File: config.mk
export PLATFORM = sky130hd
export DESIGN_NAME = apt_ctrl
export DESIGN_NICKNAME = d
export VERILOG_FILES = /design/src/rtl/core/apt_pkg.sv /design/src/rtl/core/apt_ctrl.sv
export SDC_FILE = /design/constraint.sdc
export NUM_CORES = 1
export LEC_CHECK = 0
export BUFFER_PORTS_ARGS = -buffer_cell sky130_fd_sc_hd__buf_4
export CAP_MARGIN = 20
export CORE_UTILIZATION = 40
export CTS_CLUSTER_DIAMETER = 120
export DETAILED_ROUTE_END_ITERATION = 8
export PLACE_DENSITY = 0.68
export SYNTH_ARGS = -nofsm -noshare
export SYNTH_HDL_FRONTEND = slang
export SYNTH_SLANG_ARGS = --single-unit
File: constraint.sdc
create_clock -name aclk -period 3.2 [get_ports aclk]
set_input_delay 0.64 -clock aclk [delete_from_list [all_inputs] [get_ports aclk]]
set_output_delay 0.64 -clock aclk [all_outputs]
set_load 0.1 [all_outputs]
File: src/rtl/core/apt_pkg.sv
// ----------------------------------------------------------------------------
// apt_pkg
// Shared widths, register map, reset values, controller commands and the
// configuration bundle of the altitude thrust controller.
// ----------------------------------------------------------------------------
package apt_pkg;

    localparam int DATA_W    = 32;
    localparam int TILT_W    = 18;
    localparam int STEP_W    = 17;
    localparam int GAIN_W    = 31;
    localparam int THR_W     = 29;
    localparam int APB_AW    = 5;
    localparam int APB_DW    = 32;
    localparam int REG_IDX_W = 3;

    localparam int MUL_W     = 33;
    localparam int PROD_W    = 2 * MUL_W;
    localparam int ACC_W     = 50;
    localparam int INTEG_W   = 20;
    localparam int DEN_W     = 17;
    localparam int QUOT_W    = 34;
    localparam int NUM_W     = 64;
    localparam int CNT_W     = 6;
    localparam int CLAMP_W   = QUOT_W + 1;

    localparam int S_TDATA_W = 200;
    localparam int M_TDATA_W = 32;

    // register indexes
    localparam logic [REG_IDX_W-1:0] REG_POS_GAIN  = 3'd0;
    localparam logic [REG_IDX_W-1:0] REG_VEL_GAIN  = 3'd1;
    localparam logic [REG_IDX_W-1:0] REG_INT_GAIN  = 3'd2;
    localparam logic [REG_IDX_W-1:0] REG_MAX_ASC   = 3'd3;
    localparam logic [REG_IDX_W-1:0] REG_MAX_DESC  = 3'd4;
    localparam logic [REG_IDX_W-1:0] REG_MASS      = 3'd5;
    localparam logic [REG_IDX_W-1:0] REG_MIN_THR   = 3'd6;
    localparam logic [REG_IDX_W-1:0] REG_MAX_THR   = 3'd7;

    // reset values, Q16.16
    localparam logic [GAIN_W-1:0] RST_GAIN     = 31'd0;
    localparam logic [GAIN_W-1:0] RST_MAX_RATE = 31'd6553600;
    localparam logic [GAIN_W-1:0] RST_MASS     = 31'd65536;
    localparam logic [THR_W-1:0]  RST_MIN_THR  = 29'd0;
    localparam logic [THR_W-1:0]  RST_MAX_THR  = 29'd6553600;

    // fixed constants, Q16.16 but for the divider's last step index
    localparam logic signed [DATA_W:0]    GRAVITY_Q     = 33'sd642908;
    localparam logic [DEN_W-1:0]          TILT_FLOOR_Q  = 17'd66;
    localparam logic signed [ACC_W-1:0]   INTEG_LIMIT_Q = 50'sd262144;
    localparam logic [CNT_W-1:0]          DIV_LAST      = 6'd33;

    // datapath operations
    localparam logic [3:0] OP_NONE      = 4'd0;
    localparam logic [3:0] OP_LOAD      = 4'd1;
    localparam logic [3:0] OP_ERR1      = 4'd2;
    localparam logic [3:0] OP_ERR2      = 4'd3;
    localparam logic [3:0] OP_MUL_I     = 4'd4;
    localparam logic [3:0] OP_MUL_P     = 4'd5;
    localparam logic [3:0] OP_MUL_V     = 4'd6;
    localparam logic [3:0] OP_MUL_G     = 4'd7;
    localparam logic [3:0] OP_ACC_G     = 4'd8;
    localparam logic [3:0] OP_NUM       = 4'd9;
    localparam logic [3:0] OP_MUL_T     = 4'd10;
    localparam logic [3:0] OP_DIV_PREP  = 4'd11;
    localparam logic [3:0] OP_DIV_START = 4'd12;
    localparam logic [3:0] OP_DIV_STEP  = 4'd13;
    localparam logic [3:0] OP_CLAMP     = 4'd14;

    typedef struct packed {
        logic [3:0] op;
        logic       out_load;
    } apt_cmd_t;

    typedef struct packed {
        logic [GAIN_W-1:0] pos_gain;
        logic [GAIN_W-1:0] vel_gain;
        logic [GAIN_W-1:0] int_gain;
        logic [GAIN_W-1:0] max_asc;
        logic [GAIN_W-1:0] max_desc;
        logic [GAIN_W-1:0] mass;
        logic [THR_W-1:0]  min_thr;
        logic [THR_W-1:0]  max_thr;
    } apt_cfg_t;

endpackage

File: src/rtl/core/apt_ctrl.sv
// ----------------------------------------------------------------------------
// apt_ctrl
// Sequencer: steps the datapath through error, PID, thrust product, the
// radix-2 divider and the final clamp, and owns the stream handshakes.
// ----------------------------------------------------------------------------
module apt_ctrl import apt_pkg::*; (
    input  logic     aclk,
    input  logic     aresetn,
    input  logic     s_tvalid,
    output logic     s_tready,
    output logic     m_tvalid,
    input  logic     m_tready,
    output apt_cmd_t cmd
);

    localparam logic [3:0] ST_IDLE      = 4'd0;
    localparam logic [3:0] ST_ERR1      = 4'd1;
    localparam logic [3:0] ST_ERR2      = 4'd2;
    localparam logic [3:0] ST_MUL_I     = 4'd3;
    localparam logic [3:0] ST_MUL_P     = 4'd4;
    localparam logic [3:0] ST_MUL_V     = 4'd5;
    localparam logic [3:0] ST_MUL_G     = 4'd6;
    localparam logic [3:0] ST_ACC_G     = 4'd7;
    localparam logic [3:0] ST_NUM       = 4'd8;
    localparam logic [3:0] ST_MUL_T     = 4'd9;
    localparam logic [3:0] ST_DIV_PREP  = 4'd10;
    localparam logic [3:0] ST_DIV_START = 4'd11;
    localparam logic [3:0] ST_DIV_STEP  = 4'd12;
    localparam logic [3:0] ST_CLAMP     = 4'd13;

    logic [3:0]       state_reg, state_next;
    logic [CNT_W-1:0] cnt_reg, cnt_next;
    logic             m_tvalid_reg, m_tvalid_next;

    assign s_tready = (state_reg == ST_IDLE);
    assign m_tvalid = m_tvalid_reg;

    always_comb begin
        state_next   = state_reg;
        cnt_next     = cnt_reg;
        cmd.op       = OP_NONE;
        cmd.out_load = 1'b0;
        case (state_reg)
            ST_IDLE: begin
                if (s_tvalid) begin
                    cmd.op     = OP_LOAD;
                    state_next = ST_ERR1;
                end
            end
            ST_ERR1: begin
                cmd.op     = OP_ERR1;
                state_next = ST_ERR2;
            end
            ST_ERR2: begin
                cmd.op     = OP_ERR2;
                state_next = ST_MUL_I;
            end
            ST_MUL_I: begin
                cmd.op     = OP_MUL_I;
                state_next = ST_MUL_P;
            end
            ST_MUL_P: begin
                cmd.op     = OP_MUL_P;
                state_next = ST_MUL_V;
            end
            ST_MUL_V: begin
                cmd.op     = OP_MUL_V;
                state_next = ST_MUL_G;
            end
            ST_MUL_G: begin
                cmd.op     = OP_MUL_G;
                state_next = ST_ACC_G;
            end
            ST_ACC_G: begin
                cmd.op     = OP_ACC_G;
                state_next = ST_NUM;
            end
            ST_NUM: begin
                cmd.op     = OP_NUM;
                state_next = ST_MUL_T;
            end
            ST_MUL_T: begin
                cmd.op     = OP_MUL_T;
                state_next = ST_DIV_PREP;
            end
            ST_DIV_PREP: begin
                cmd.op     = OP_DIV_PREP;
                state_next = ST_DIV_START;
            end
            ST_DIV_START: begin
                cmd.op     = OP_DIV_START;
                cnt_next   = '0;
                state_next = ST_DIV_STEP;
            end
            ST_DIV_STEP: begin
                cmd.op = OP_DIV_STEP;
                if (cnt_reg == DIV_LAST) begin
                    state_next = ST_CLAMP;
                end else begin
                    cnt_next = cnt_reg + 1'b1;
                end
            end
            ST_CLAMP: begin
                cmd.op = OP_CLAMP;
                // hold here while the previous result is still waiting
                if (!m_tvalid_reg || m_tready) begin
                    cmd.out_load = 1'b1;
                    state_next   = ST_IDLE;
                end
            end
            default: begin
                state_next = ST_IDLE;
            end
        endcase
    end

    always_comb begin
        if (cmd.out_load) begin
            m_tvalid_next = 1'b1;
        end else if (m_tready) begin
            m_tvalid_next = 1'b0;
        end else begin
            m_tvalid_next = m_tvalid_reg;
        end
    end

    always_ff @(posedge aclk) begin
        if (!aresetn) begin
            state_reg    <= ST_IDLE;
            cnt_reg      <= '0;
            m_tvalid_reg <= 1'b0;
        end else begin
            state_reg    <= state_next;
            cnt_reg      <= cnt_next;
            m_tvalid_reg <= m_tvalid_next;
        end
    end

endmodule

# After elaboration in Yosys (flattened, before gate mapping)
# Index checks and enable logic that the tools add are counted.
# word_totals
output_inout_bits	7
register_bits	11
wordCells	41
# classes
eq_ne	18
muxes	12
reduce_logical	7
n_addsub	1
# ops
operator	count
$pmux W4 S14	2
$eq A4 B4 Y1 const B	6
$eq A4 B3 Y1 const B	4
$mux W4	3
$pmux W6 S2	1
$eq A4 B2 Y1 const B	2
$ne A2 B2 Y1 const B	4
$add A6 B1 Y6 const B	1
$eq A6 B6 Y1 const B	1
$mux W6	1
$mux W1	5
$eq A4 B1 Y1 const B	1
$logic_not A4 Y1	1
$reduce_bool A2 Y1	2
$reduce_and A3 Y1	1
$reduce_and A2 Y1	1
$logic_not A1 Y1	1
$logic_or A1 B1 Y1	1

# Longest topological paths before layout
# logic_depth
ltp_word	5
mapped_depth	7
depth_no_buf	7

# Least setup slack after synthesis
# Ideal clock, no wire load.
# synth_path
kind	register -> output
start	register state_reg[1]
end	output port cmd[1] in the netlist's numbering
slack_ps	-507
required_ps	2560
arrival_ps	3067
path_stages_with_launch	5
path_cell_list	dfxtp_1 -> buf_2 -> nor2_1 -> a21oi_1 -> a21boi_0
# synth_lines
element	line	text
from (decl)	apt_ctrl.sv:31	logic [3:0] state_reg, state_next;
from (signal assigned)	apt_ctrl.sv:133	state_reg <= state_next;
to (decl)	apt_ctrl.sv:13	output apt_cmd_t cmd

==> flow_metrics.env <==
export IMPL_crit_arrival_ns=1.76
export IMPL_required_ns=2.56
export IMPL_grt_ovfl_total=0
export IMPL_synth_area_leaders="dfxtp_1 (31%), a21oi_1 (6.3%), nor2_1 (5.2%)"
export IMPL_syn_nets=97
export IMPL_synth_top_area_share_pct=30.7
export IMPL_nets=106
export IMPL_cts_resized=0
export IMPL_htree_levels=1
export IMPL_rsz0062_at_grt="no"
export IMPL_routed_via_count=624
export IMPL_synth_cell_types=37
export IMPL_synthArstFlopShare_pct=0
export IMPL_dr_pass1_iters=3
export IMPL_antenna_found_initial=0
export IMPL_timing_final_crit_share_pct=75.0
export IMPL_hold_slack_ns=0.500
export IMPL_synth_edff_count=0
export IMPL_clock_fmax_mhz=416
export IMPL_cap_violations=0
export IMPL_final_cell_mix="dfxtp_1 (11), nor2_1 (10), buf_4 (10)"
export IMPL_hp_class="flop to flop"
export IMPL_cp_num_buf_inv=1
export IMPL_viasPerCell=5.07
export IMPL_clockBufferDepth=2
export IMPL_synth_ff_type="dfxtp_1"
export IMPL_cpPeakStageDelay_ns=0.57
export IMPL_min_period_ns=2.40
export IMPL_cp_start_kind="flop"
export IMPL_synth_area_per_cell_sq_um=7.89
export IMPL_core_sq_um=1590
export IMPL_antenna_left=0
export IMPL_drive_gt1_share_pct=19.2
export IMPL_drt_iter0_drc=5
export IMPL_synthesis_area_sq_um=718
export IMPL_ys_seq_elements=11
export IMPL_ir_drop_uv=259
export IMPL_p_per_area_nw_per_um2=761
export IMPL_wl_mm=1.34
export IMPL_critPathKind="flop to primary output"
export IMPL_placed_cell_area_sq_um=787
export IMPL_maxSlewViolCount=0
export IMPL_p_leak_nw=0.317
export IMPL_reg2reg_slack_ns=1.64
export IMPL_max_slew_margin_rel_pct=66.7
export IMPL_synth_largest_area_cell="dfxtp_1"
export IMPL_yosysSeqAreaShare_pct=30.7
export IMPL_die_y_um=44.4
export IMPL_design_area_sq_um=813
export IMPL_port_buffers=10
export IMPL_cts_inserted_buffers=3
export IMPL_grt_pass1_vias=522
export IMPL_yosysWarningCount=0
export IMPL_largest_reg_flops=6
export IMPL_hold_viol_final=0
export IMPL_finClkSkew_ns=0.00998
export IMPL_rows=14
export IMPL_cts_hold_buf=0
export IMPL_cts_setup_buffers=0
export IMPL_gp_congestion=0.857
export IMPL_worstSetupEndpointType="primary output"
export IMPL_ioPinCount=11
export IMPL_cp_slowest_cell="dfxtp_1"
export IMPL_tightest_slew_ns=0.498
export IMPL_die_area_sq_um=1970
export IMPL_status="finished clean"
export IMPL_hpwl_mm=1.02
export IMPL_clk_pin_slew_ns=0.08
export IMPL_cts_tree="yes"
export IMPL_cts_root_buf="clkbuf_4"
export IMPL_drc=0
export IMPL_grt_max_degree=13
export IMPL_diodes=0
export IMPL_wl_per_cell_um=10.9
export IMPL_grt_use_total_pct=16.3
export IMPL_start_util_pct=45.1
export IMPL_cp_cell_sequence="and2_1 -> nand3b_1 -> nor2b_1 -> buf_4"
export IMPL_setup_violations=0
export IMPL_crit_path_max_fanout=12
export IMPL_syn_to_final_growth_pct=13.2
export IMPL_grt_pass1_wl_mm=2.26
export IMPL_cts_sinks=11
export IMPL_die_w_um=44.4
export IMPL_fin_setup_tns_ns=0
export IMPL_critical_path_top_delay_family="simple AND/OR/NAND/NOR gates"
export IMPL_clk_latency_ns=0.28
export IMPL_synthCells=91
export IMPL_layout_commonest_cell="dfxtp_1"
## final cells by class
| type | instances | area, sq um |
|---|---|---|
| multi-input cells | 71 | 450 |
| flip-flops and latches | 11 | 220 |
| clock buffers | 4 | 26.3 |
| well taps | 24 | 30.0 |
| inverters | 3 | 11.3 |
| fillers | 161 | 781 |
| repair buffers | 10 | 75.1 |
## power by group
part           internal (mW)  total, mW  switching (mW)
Clock                 0.0484      0.101          0.0526
Combinational         0.0803      0.325           0.245
Sequential             0.150      0.193          0.0430
Total                  0.279      0.619           0.340
## worst paths after layout
check	start	end	depth (start not counted)
max reg2reg	state_reg[3]	cnt_reg[4]	4
min	cnt_reg[5]	cnt_reg[5]	2
min reg2reg	cnt_reg[5]	cnt_reg[5]	2
max	state_reg[3]	cmd[0]	4
## tightest hold or removal path, cell delays in order, from the launching register on
cell,delay (ns)
dfxtp_1,0.33
o21ai_0,0.07
a21oi_1,0.06
## synthesized netlist by cell type, types with 2 or more instances
cell type  instances
a211oi_1           2
a21oi_1            9
a31oi_1            2
buf_2              2
clkbuf_1           2
dfxtp_1           11
ha_1               2
inv_1              3
nand2_1            9
nand2b_1           3
nand4_1            2
nor2_1            10
nor2b_1            2
o21ai_0            7
or3_1              2
xnor2_1            2
## per-layer routing
metal	global-route usage [%]	vias up	wire, um	part of all wire [%]
met1	22.1	279	677	51
met4	12.7	0	43	3.2
met3	4.90	4	37	2.8
met2	20.9	7	581	43
li1	-	334	-	-
met5	0	-	0	0
## per-stage QoR
step	worst slack (ns)	utilization (%)	instances	power (mW)
2_1_floorplan	0.219	-	91	0.475
3_3_place_gp	1.11	49.4	119	0.522
3_5_place_dp	1.10	49.4	119	0.523
4_1_cts	0.795	51.0	123	0.624
5_1_grt	0.653	51.0	123	0.649
6_report	0.799	51.0	123	0.619
## logic make-up (layout without fill, tap and decap cells)
group / Yosys count / count (layout) / share of synthesized area, %
mux: 1 / 1 / 1.39
xor+xnor: 2 / 2 / 2.44
flops: 11 / 11 / 30.7
fa+ha+maj: 2 / 2 / 3.48
buf+inv: 9 / 17 / 6.62
simple gates: 40 / 40 / 32.2
compound gates: 26 / 26 / 23.2
(Power assumes the default switching activity.)
