==> config.mk <==
export PLATFORM = sky130hd
export DESIGN_NAME = apt_cfg
export DESIGN_NICKNAME = d
export VERILOG_FILES = /design/src/rtl/core/apt_pkg.sv /design/src/rtl/core/apt_cfg.sv
export SDC_FILE = /design/constraint.sdc
export NUM_CORES = 1
export LEC_CHECK = 0
export BUFFER_PORTS_ARGS = -buffer_cell sky130_fd_sc_hd__buf_4
export CAP_MARGIN = 20
export CORE_UTILIZATION = 45
export DETAILED_ROUTE_END_ITERATION = 10
export PLACE_DENSITY = 0.79
export SYNTH_ARGS = -nofsm -noshare
export SYNTH_HDL_FRONTEND = slang
export SYNTH_SLANG_ARGS = --single-unit
==> constraint.sdc <==
create_clock -name aclk -period 2.1 [get_ports aclk]
set_input_delay 0.105 -clock aclk [delete_from_list [all_inputs] [get_ports aclk]]
set_output_delay 0.105 -clock aclk [all_outputs]
set_load 0.01 [all_outputs]
==> src/rtl/core/apt_pkg.sv <==
// ----------------------------------------------------------------------------
// apt_pkg
// Shared widths, register map, reset values, controller commands and the
// configuration bundle of the altitude thrust controller.
// ----------------------------------------------------------------------------
package apt_pkg;

    localparam int DATA_W    = 32;
    localparam int TILT_W    = 18;
    localparam int STEP_W    = 17;
    localparam int GAIN_W    = 31;
    localparam int THR_W     = 29;
    localparam int APB_AW    = 5;
    localparam int APB_DW    = 32;
    localparam int REG_IDX_W = 3;

    localparam int MUL_W     = 33;
    localparam int PROD_W    = 2 * MUL_W;
    localparam int ACC_W     = 50;
    localparam int INTEG_W   = 20;
    localparam int DEN_W     = 17;
    localparam int QUOT_W    = 34;
    localparam int NUM_W     = 64;
    localparam int CNT_W     = 6;
    localparam int CLAMP_W   = QUOT_W + 1;

    localparam int S_TDATA_W = 200;
    localparam int M_TDATA_W = 32;

    // register indexes
    localparam logic [REG_IDX_W-1:0] REG_POS_GAIN  = 3'd0;
    localparam logic [REG_IDX_W-1:0] REG_VEL_GAIN  = 3'd1;
    localparam logic [REG_IDX_W-1:0] REG_INT_GAIN  = 3'd2;
    localparam logic [REG_IDX_W-1:0] REG_MAX_ASC   = 3'd3;
    localparam logic [REG_IDX_W-1:0] REG_MAX_DESC  = 3'd4;
    localparam logic [REG_IDX_W-1:0] REG_MASS      = 3'd5;
    localparam logic [REG_IDX_W-1:0] REG_MIN_THR   = 3'd6;
    localparam logic [REG_IDX_W-1:0] REG_MAX_THR   = 3'd7;

    // reset values, Q16.16
    localparam logic [GAIN_W-1:0] RST_GAIN     = 31'd0;
    localparam logic [GAIN_W-1:0] RST_MAX_RATE = 31'd6553600;
    localparam logic [GAIN_W-1:0] RST_MASS     = 31'd65536;
    localparam logic [THR_W-1:0]  RST_MIN_THR  = 29'd0;
    localparam logic [THR_W-1:0]  RST_MAX_THR  = 29'd6553600;

    // fixed constants, Q16.16 but for the divider's last step index
    localparam logic signed [DATA_W:0]    GRAVITY_Q     = 33'sd642908;
    localparam logic [DEN_W-1:0]          TILT_FLOOR_Q  = 17'd66;
    localparam logic signed [ACC_W-1:0]   INTEG_LIMIT_Q = 50'sd262144;
    localparam logic [CNT_W-1:0]          DIV_LAST      = 6'd33;

    // datapath operations
    localparam logic [3:0] OP_NONE      = 4'd0;
    localparam logic [3:0] OP_LOAD      = 4'd1;
    localparam logic [3:0] OP_ERR1      = 4'd2;
    localparam logic [3:0] OP_ERR2      = 4'd3;
    localparam logic [3:0] OP_MUL_I     = 4'd4;
    localparam logic [3:0] OP_MUL_P     = 4'd5;
    localparam logic [3:0] OP_MUL_V     = 4'd6;
    localparam logic [3:0] OP_MUL_G     = 4'd7;
    localparam logic [3:0] OP_ACC_G     = 4'd8;
    localparam logic [3:0] OP_NUM       = 4'd9;
    localparam logic [3:0] OP_MUL_T     = 4'd10;
    localparam logic [3:0] OP_DIV_PREP  = 4'd11;
    localparam logic [3:0] OP_DIV_START = 4'd12;
    localparam logic [3:0] OP_DIV_STEP  = 4'd13;
    localparam logic [3:0] OP_CLAMP     = 4'd14;

    typedef struct packed {
        logic [3:0] op;
        logic       out_load;
    } apt_cmd_t;

    typedef struct packed {
        logic [GAIN_W-1:0] pos_gain;
        logic [GAIN_W-1:0] vel_gain;
        logic [GAIN_W-1:0] int_gain;
        logic [GAIN_W-1:0] max_asc;
        logic [GAIN_W-1:0] max_desc;
        logic [GAIN_W-1:0] mass;
        logic [THR_W-1:0]  min_thr;
        logic [THR_W-1:0]  max_thr;
    } apt_cfg_t;

endpackage

==> src/rtl/core/apt_cfg.sv <==
// ----------------------------------------------------------------------------
// apt_cfg
// APB register file holding gains, rate limits, mass and motor thrust limits.
// ----------------------------------------------------------------------------
module apt_cfg import apt_pkg::*; (
    input  logic              aclk,
    input  logic              aresetn,
    input  logic              psel,
    input  logic              penable,
    input  logic              pwrite,
    input  logic [APB_AW-1:0] paddr,
    input  logic [APB_DW-1:0] pwdata,
    output logic [APB_DW-1:0] prdata,
    output logic              pready,
    output apt_cfg_t          cfg
);

    apt_cfg_t             cfg_reg;
    apt_cfg_t             cfg_next;
    logic                 wr_en;
    logic [REG_IDX_W-1:0] idx;

    assign pready = 1'b1;
    assign wr_en  = psel & penable & pwrite & pready;
    assign idx    = paddr[APB_AW-1:2];
    assign cfg    = cfg_reg;

    always_comb begin
        cfg_next = cfg_reg;
        if (wr_en) begin
            case (idx)
                REG_POS_GAIN: cfg_next.pos_gain = pwdata[GAIN_W-1:0];
                REG_VEL_GAIN: cfg_next.vel_gain = pwdata[GAIN_W-1:0];
                REG_INT_GAIN: cfg_next.int_gain = pwdata[GAIN_W-1:0];
                REG_MAX_ASC:  cfg_next.max_asc  = pwdata[GAIN_W-1:0];
                REG_MAX_DESC: cfg_next.max_desc = pwdata[GAIN_W-1:0];
                REG_MASS:     cfg_next.mass     = pwdata[GAIN_W-1:0];
                REG_MIN_THR:  cfg_next.min_thr  = pwdata[THR_W-1:0];
                REG_MAX_THR:  cfg_next.max_thr  = pwdata[THR_W-1:0];
                default:      cfg_next = cfg_reg;
            endcase
        end
    end

    always_ff @(posedge aclk) begin
        if (!aresetn) begin
            cfg_reg.pos_gain <= RST_GAIN;
            cfg_reg.vel_gain <= RST_GAIN;
            cfg_reg.int_gain <= RST_GAIN;
            cfg_reg.max_asc  <= RST_MAX_RATE;
            cfg_reg.max_desc <= RST_MAX_RATE;
            cfg_reg.mass     <= RST_MASS;
            cfg_reg.min_thr  <= RST_MIN_THR;
            cfg_reg.max_thr  <= RST_MAX_THR;
        end else begin
            cfg_reg <= cfg_next;
        end
    end

    always_comb begin
        case (idx)
            REG_POS_GAIN: prdata = {1'b0, cfg_reg.pos_gain};
            REG_VEL_GAIN: prdata = {1'b0, cfg_reg.vel_gain};
            REG_INT_GAIN: prdata = {1'b0, cfg_reg.int_gain};
            REG_MAX_ASC:  prdata = {1'b0, cfg_reg.max_asc};
            REG_MAX_DESC: prdata = {1'b0, cfg_reg.max_desc};
            REG_MASS:     prdata = {1'b0, cfg_reg.mass};
            REG_MIN_THR:  prdata = {3'b0, cfg_reg.min_thr};
            REG_MAX_THR:  prdata = {3'b0, cfg_reg.max_thr};
            default:      prdata = '0;
        endcase
    end

endmodule

After elaboration in Yosys (flattened, before gate mapping)
Cells that the tools add are included.
W data, S select, Z words.
{"block": "totals", "regBits": 244, "latch_bits": 0, "mem_bits_rw": 0, "romBits": 0, "inputBits": 42, "output_inout_bits": 277, "wordCells": 27, "mem_count": 0}
{"block": "op_classes", "add_sub_neg": 0, "multipliers": 0, "n_div": 0, "order_cmp": 0, "n_eq_ne": 7, "shift": 0, "n_mux": 1, "bitwise_logic": 2, "n_reduce_logical": 9}
{"cell": "$pmux W32 S8", "count": 1}
{"cell": "$reduce_and A2 Y1", "count": 8}
{"cell": "$eq A3 B3 Y1 const B", "count": 4}
{"cell": "$eq A3 B2 Y1 const B", "count": 2}
{"cell": "$eq A3 B1 Y1 const B", "count": 1}
{"cell": "$logic_not A3 Y1", "count": 1}
{"cell": "$and A1 B1 Y1", "count": 2}

Logic depth before layout (Yosys ltp)
Gate-level depths: netlist of the first run.
{"block": "logic_depth", "ltp_word": 3, "mapped_depth": 7, "mapped_depth_nobuf": 4}

Least setup slack after synthesis of the first run
No wires, ideal clock.
{"block": "synth_timing", "kind": "input to output", "from": "input paddr[2]", "to": "output prdata[4]", "arrival_time_ps": 1240, "required_ps": 1995, "path_slack_ps": 755, "path_stages": 6, "n_path_buf": 2, "cell_sequence": "buf_2 buf_4 mux2_1 a22oi_1 nor2_1 o32a_1"}
{"block": "synth_via", "elab_chain_len": 2, "word_cells_on_any_way": 9}
{"item": "start: declaration", "line_no": "apt_cfg.sv:11", "text": "input logic [APB_AW-1:0] paddr,"}
{"item": "$eq A3 B3 Y1, or another cell as far along", "line_no": "apt_cfg.sv:61", "text": "case (idx)"}
{"item": "$pmux W32 S8 (*)", "line_no": "apt_cfg.sv:61"}
{"item": "end: declaration", "line_no": "apt_cfg.sv:13", "text": "output logic [APB_DW-1:0] prdata,"}
Mark *: on every way between the ends. The rest lies on a longest branch, timed or not. The select of a mux whose other input is x is not followed.

Worst setup path after layout of the first run
{"block": "layout_timing", "from": "register cfg_reg, in the netlist cfg[124]", "to": "output prdata[4]"}
{"block": "layout_via", "elab_chain_len": 1}
{"item": "start: declaration", "line_no": "apt_cfg.sv:18", "text": "apt_cfg_t cfg_reg;"}
{"item": "start signal: assignment", "line_no": "apt_cfg.sv:56", "text": "cfg_reg <= cfg_next;"}
{"item": "$pmux W32 S8", "line_no": "apt_cfg.sv:61"}
Every way passes these cells. The select of a mux whose other input is x is not followed.

==> results of run 1 <==
repair_timing:
item,in CTS,in global routing
setup endpoints to repair,0,0
hold buffers,33,0
endpoints found under the hold margin,244,0
gates resized for setup,0,0
how the worst max path moves through the flow:
stage | startpoint | cells past startpoint | slack (ns) | end
2_1_floorplan | paddr[2] | 6 | 0.76 | prdata[4]
3_3_place_gp | paddr[2] | 6 | 0.19 | prdata[16]
3_5_place_dp | paddr[2] | 5 | 0.15 | cfg[104]$_SDFFE_PN0P_
4_1_cts | cfg[124]$_SDFFE_PN0P_ | 5 | 0.14 | prdata[4]
5_1_grt | cfg[92]$_SDFFE_PN0P_ | 5 | 0.07 | prdata[3]
6_report | cfg[124]$_SDFFE_PN0P_ | 5 | 0.16 | prdata[4]
Yosys cell counts, drive strengths merged:
cell type / instances / area (um^2)
nand4: 1 / 12.5
dfxtp: 244 / 4880
mux2i: 51 / 510
nand2: 492 / 1850
a22o: 8 / 70.1
o21bai: 1 / 7.51
nand4b: 1 / 23.8
clkbuf: 52 / 195
mux2: 2 / 22.5
a21oi: 7 / 35.0
a32oi: 3 / 26.3
nor2b: 7 / 43.8
a221oi: 52 / 455
o22a: 1 / 8.76
or2: 6 / 37.5
inv: 30 / 113
nor3: 2 / 20.0
o22ai: 2 / 12.5
nand2b: 5 / 38.8
o21ai: 1 / 5.00
a21boi: 234 / 1760
nor2: 66 / 248
a222oi: 2 / 20.0
and2: 1 / 6.26
o2bb2ai: 24 / 210
clkinv: 1 / 3.75
a22oi: 1 / 7.51
buf: 96 / 589
o32a: 1 / 10.0
or3: 3 / 18.8
nand3: 10 / 50.1
conb: 2 / 7.51
per-layer routing:
| layer | wire length, um | track usage (%) | vias up |
|---|---|---|---|
| met5 | 0 | 0 | - |
| met4 | 1720 | 12.5 | 0 |
| met3 | 3520 | 5.32 | 126 |
| met2 | 19200 | 50.9 | 628 |
| met1 | 16900 | 39.8 | 5370 |
| li1 | - | - | 5202 |
kinds of logic (layout without fill, tap and decap cells):
| logic type | count (synthesis) | count (layout) | share of synthesized area (%) |
|---|---|---|---|
| buffers and inverters | 179 | 461 | 7.97 |
| other | 2 | 2 | 0.0665 |
| multiplexers | 53 | 53 | 4.72 |
| AND/OR/NAND/NOR | 594 | 594 | 20.8 |
| AO/OA/AOI/OAI | 337 | 337 | 23.2 |
| flip-flops | 244 | 244 | 43.2 |
tightest hold or removal path: cells and delay by family:
family                 cells  cell delay (ns)
and+or+nand+nor            3             0.35
AOI/OAI and AO/OA          1             0.05
buffers and inverters      1             0.13
power breakdown:
group / switching, mW / total (mW) / internal (mW)
clock network: 1.92 / 4.82 / 2.90
registers: 0.0313 / 4.70 / 4.66
logic: 0.504 / 0.878 / 0.373
cell type report:
class                      count  share of cell area, %
clock inverter                10                  0.895
clock buffer                  37                   5.10
sequential                   244                   32.6
multi-input combinational    986                   37.3
inverter                      31                  0.778
tap                          324                   2.71
timing repair buffer         383                   20.5
==> flow_summary.yaml, run 1 <==
min_path:
  worstHoldStart: "pwrite"
  holdPathEnd: "cfg[188]$_SDFFE_PN0P_"
  min_path_cells: 5
  hold_class: "in -> reg"
place:
  post_dp_cell_area_um2: 13700
  post-place-ws_ns: 0.154
  dp_hpwl_um: 26200
  numPlacedInstances: 1935
  place.gp.congestion: 0.852
  numPortBuffers: 313
routing:
  vias_per_cell: 5.62
  wire_per_inst_um: 20.5
  drc: 0
  num_vias: 11300
  ant_nets: 0
  drt-total-wl_um: 41300
  drt-initial-drc-count: 1000
  drt_first_pass_iters: 5
pwr:
  power.leakage_nw: 5.93
  total_power_mw: 10.4
  power_density_nw_per_um2: 695
  ir_drop_uv: 671
timing:
  fin_worst_skew_ns: 0
  tightest_slew_ns: 0.987
  hold_viol_final: 0
  setup_slack_ns: 0.159
  fmax_mhz: 515
  rsz0062_at_grt: "no"
  finalMaxSlewViolations: 0
  holdWs_ns: 0.163
  slew-limit-headroom_pct: 34.2
  finalCritPeriodShare_pct: 92.4
  setup-tns-final_ns: 0
  period_minus_slack_ns: 1.94
  setup_viol: 0
flow_run:
  cap_viol_max_count: 0
critical_path:
  cp_slowest_stage_delay_ns: 0.33
  cp_slowest_cell: "dfxtp_1"
  required_ns: 2.00
  timing.rr.end: "cfg[189]$_SDFFE_PN0P_"
  path_buf_inv: 1
  ff2ff_path_depth: 3
  arrival_ns: 1.84
  cp_cell_sequence: "mux2_1 -> a22oi_1 -> nor2_1 -> o32a_1 -> buf_4"
  endpoint_kind: "primary output"
  path_class: "reg -> out"
  crit_path_max_fanout: 3
  start_kind: "flip-flop"
  regToRegStartpoint: "cfg[189]$_SDFFE_PN0P_"
  reg2reg_slack_ns: 0.83
  critical_path.top_delay_family: "compound AO/OA/AOI/OAI gates"
cells_and_area:
  multi_input_area_um2: 5590
  largest_register_ffs: 244
  syn2layout_area_growth_pct: 32.5
  layout.cells.non_filler: 2015
  final_common_cell: "nand2_1"
  final_cell_mix: "nand2_1, buf_4, dfxtp_1, a21boi_0, nor2_1"
  fin_area_um2: 15000
  finalNetCount: 1715
  fin_util_pct: 61.2
  diodes: 0
  drive_gt1_share_pct: 24.5
  num-fill-cells: 2105
  seq_area_um2: 4880
global_routing:
  grt_max_degree: 136
  globalRouteOverflowTotal: 0
  grt_pass1_wl_um: 61700
  grt_pass1_vias: 10600
  antenna_found_initial: 0
  grtUsageTotal_pct: 30.8
floorplanning:
  initial_core_util_pct: 46.2
  die_w_um: 160
  die_area_um2: 25700
  rows: 57
  dieHeight_um: 160
  io_pins: 319
  coreArea_um2: 24500
clock_network:
  cts_tree: "done"
  clock-sinks: 244
  cts_setup_buffers: 0
  cts-buffers-inserted: 27
  clock_latency_ns: 0.52
  cts_root_buf: "clkbuf_16"
  clk_path_buf_depth: 3
  clkTransAtPathRegs_ns: 0.06
  cts_htree_levels: 1
yosys:
  syn_avg_cell_area_um2: 8.02
  ys_ff_latch: 244
  syn-cell-area_um2: 11300
  ys_types: 38
  synth-warning-count: 0
  synth_cells: 1409
  ys_seq_area_share_pct: 43.2
  synth_nets: 1451
run_status:
  run_status: "finished clean"
No activity file was read; power rests on OpenSTA's default activity.
==> inputs of run 2 (changes only) <==
Settings changed: PLACE_DENSITY 0.79 to 0.81.
==> flow_summary.yaml, run 2 (same netlist as run 1, synthesis figures left out) <==
run_status:
  run_status: "finished clean"
cells_and_area:
  finalNetCount: 1722
  diodes: 0
  layout.cells.non_filler: 2024
  largest_register_ffs: 244
  final_common_cell: "nand2_1"
  syn2layout_area_growth_pct: 32.6
  drive_gt1_share_pct: 25.0
  fin_util_pct: 61.2
  final_cell_mix: "nand2_1, buf_4, dfxtp_1, a21boi_0, nor2_1"
timing:
  fmax_mhz: 512
  setup_viol: 0
  setup-tns-final_ns: 0
  rsz0062_at_grt: "no"
  hold_viol_final: 0
  slew-limit-headroom_pct: 35.2
  setup_slack_ns: 0.146
  finalCritPeriodShare_pct: 93.0
  period_minus_slack_ns: 1.95
  tightest_slew_ns: 0.971
  finalMaxSlewViolations: 0
  fin_worst_skew_ns: 0
flow_run:
  cap_viol_max_count: 0
pwr:
  power.leakage_nw: 5.96
  total_power_mw: 10.3
  power_density_nw_per_um2: 688
  ir_drop_uv: 493
place:
  place.gp.congestion: 0.843
  post-place-ws_ns: 0.184
  dp_hpwl_um: 27300
  numPortBuffers: 313
  numPlacedInstances: 1944
routing:
  vias_per_cell: 5.67
  drt-initial-drc-count: 1108
  drt-total-wl_um: 42000
  drc: 0
  drt_first_pass_iters: 6
  ant_nets: 0
  wire_per_inst_um: 20.7
  num_vias: 11500
global_routing:
  met2_usage_pct: 51.0
  use_met3_pct: 6.22
  antenna_found_initial: 0
  grt_pass1_wl_um: 62200
  grtUsageTotal_pct: 31.1
  grt_max_degree: 76
  grt_use_met1_pct: 39.1
  grt_pass1_vias: 10800
  globalRouteOverflowTotal: 0
  grt.busiest_layer: "met2"
floorplanning:
  dieHeight_um: 160
  die_w_um: 160
  initial_core_util_pct: 46.2
  rows: 57
  io_pins: 319
  die_area_um2: 25700
  coreArea_um2: 24500
critical_path:
  cp_slowest_stage_delay_ns: 0.34
  cp_slowest_cell: "dfxtp_1"
  cp_cell_sequence: "mux2_1 -> a22oi_1 -> nor2_1 -> o32a_1 -> buf_4"
  required_ns: 2.00
  endpoint_kind: "primary output"
  arrival_ns: 1.85
  reg2reg_slack_ns: 1.30
  start_kind: "flip-flop"
  path_class: "reg -> out"
  crit_path_max_fanout: 3
clock_network:
  cts-buffers-inserted: 26
  cts_setup_buffers: 0
  clkTransAtPathRegs_ns: 0.06
  cts_root_buf: "clkbuf_16"
  clk_path_buf_depth: 3
  clock_latency_ns: 0.53
  cts_htree_levels: 1
  cts_resized: 0
  cts_tree: "done"
  clock-sinks: 244
min_path:
  hold_class: "in -> reg"
-- run 2: changes by cell type in the layout (fill, tap and decap cells not counted) --
cell,delta
buf_12,-3
buf_4,+12
bufinv_16,-2
clkbuf_8,+5
clkinvlp_4,-1
dlygate4sd3_1,-1
inv_8,-1
-- run 2: critical path, delay by kind of cell, from the launching register on --
| family | cells | cell delay [ns] |
|---|---|---|
| AOI/OAI and AO/OA | 2 | 0.46 |
| buffers and inverters | 1 | 0.16 |
| DFF | 1 | 0.34 |
| muxes | 1 | 0.30 |
| and+or+nand+nor | 1 | 0.06 |
-- run 2: cell type report --
cell class,instances,area [um^2]
Tap cell,324,405
Timing Repair Buffer,391,3090
Multi-Input combinational cell,986,5590
Clock buffer,42,832
Fill cell,2060,9490
Inverter,31,116
Clock inverter,6,55.1
Sequential cell,244,4880
-- run 2: power by group --
part	internal (mW)	switching (mW)	leakage [nW]
Clock	2.82	1.91	0.444
Combinational	0.376	0.512	3.55
Sequential	4.66	0.0325	1.97
Total	7.86	2.45	5.96
-- run 2: worst paths after layout --
kind	from	cells after the start	to
worst max-delay path	cfg[124]$_SDFFE_PN0P_	5	prdata[4]
worst min-delay path	pwrite	5	cfg[37]$_SDFFE_PN0P_
worst max register to register	cfg[35]$_SDFFE_PN0P_	2	cfg[35]$_SDFFE_PN0P_
worst min register to register	cfg[213]$_SDFFE_PN0P_	2	cfg[213]$_SDFFE_PN0P_
-- run 2: through the flow --
step                      instance area (um^2)  hold slack (ns)
final                                    15000            0.181
after global routing                     15000            0.177
after CTS                                15000            0.154
after detailed placement                 13800            0.406
after global placement                   13800            0.392
after floorplan                          11300            0.250
-- run 2: repair_timing --
item | 4_1_cts | 5_1_grt
setup endpoints to repair | 0 | 0
hold buffers | 32 | 0
endpoints found under the hold margin | 244 | 0
-- run 2: layer usage --
metal,vias to the layer above,wire length [um]
met5,-,0
met4,0,1870
met3,136,4020
met2,698,19500
met1,5426,16500
li1,5209,-
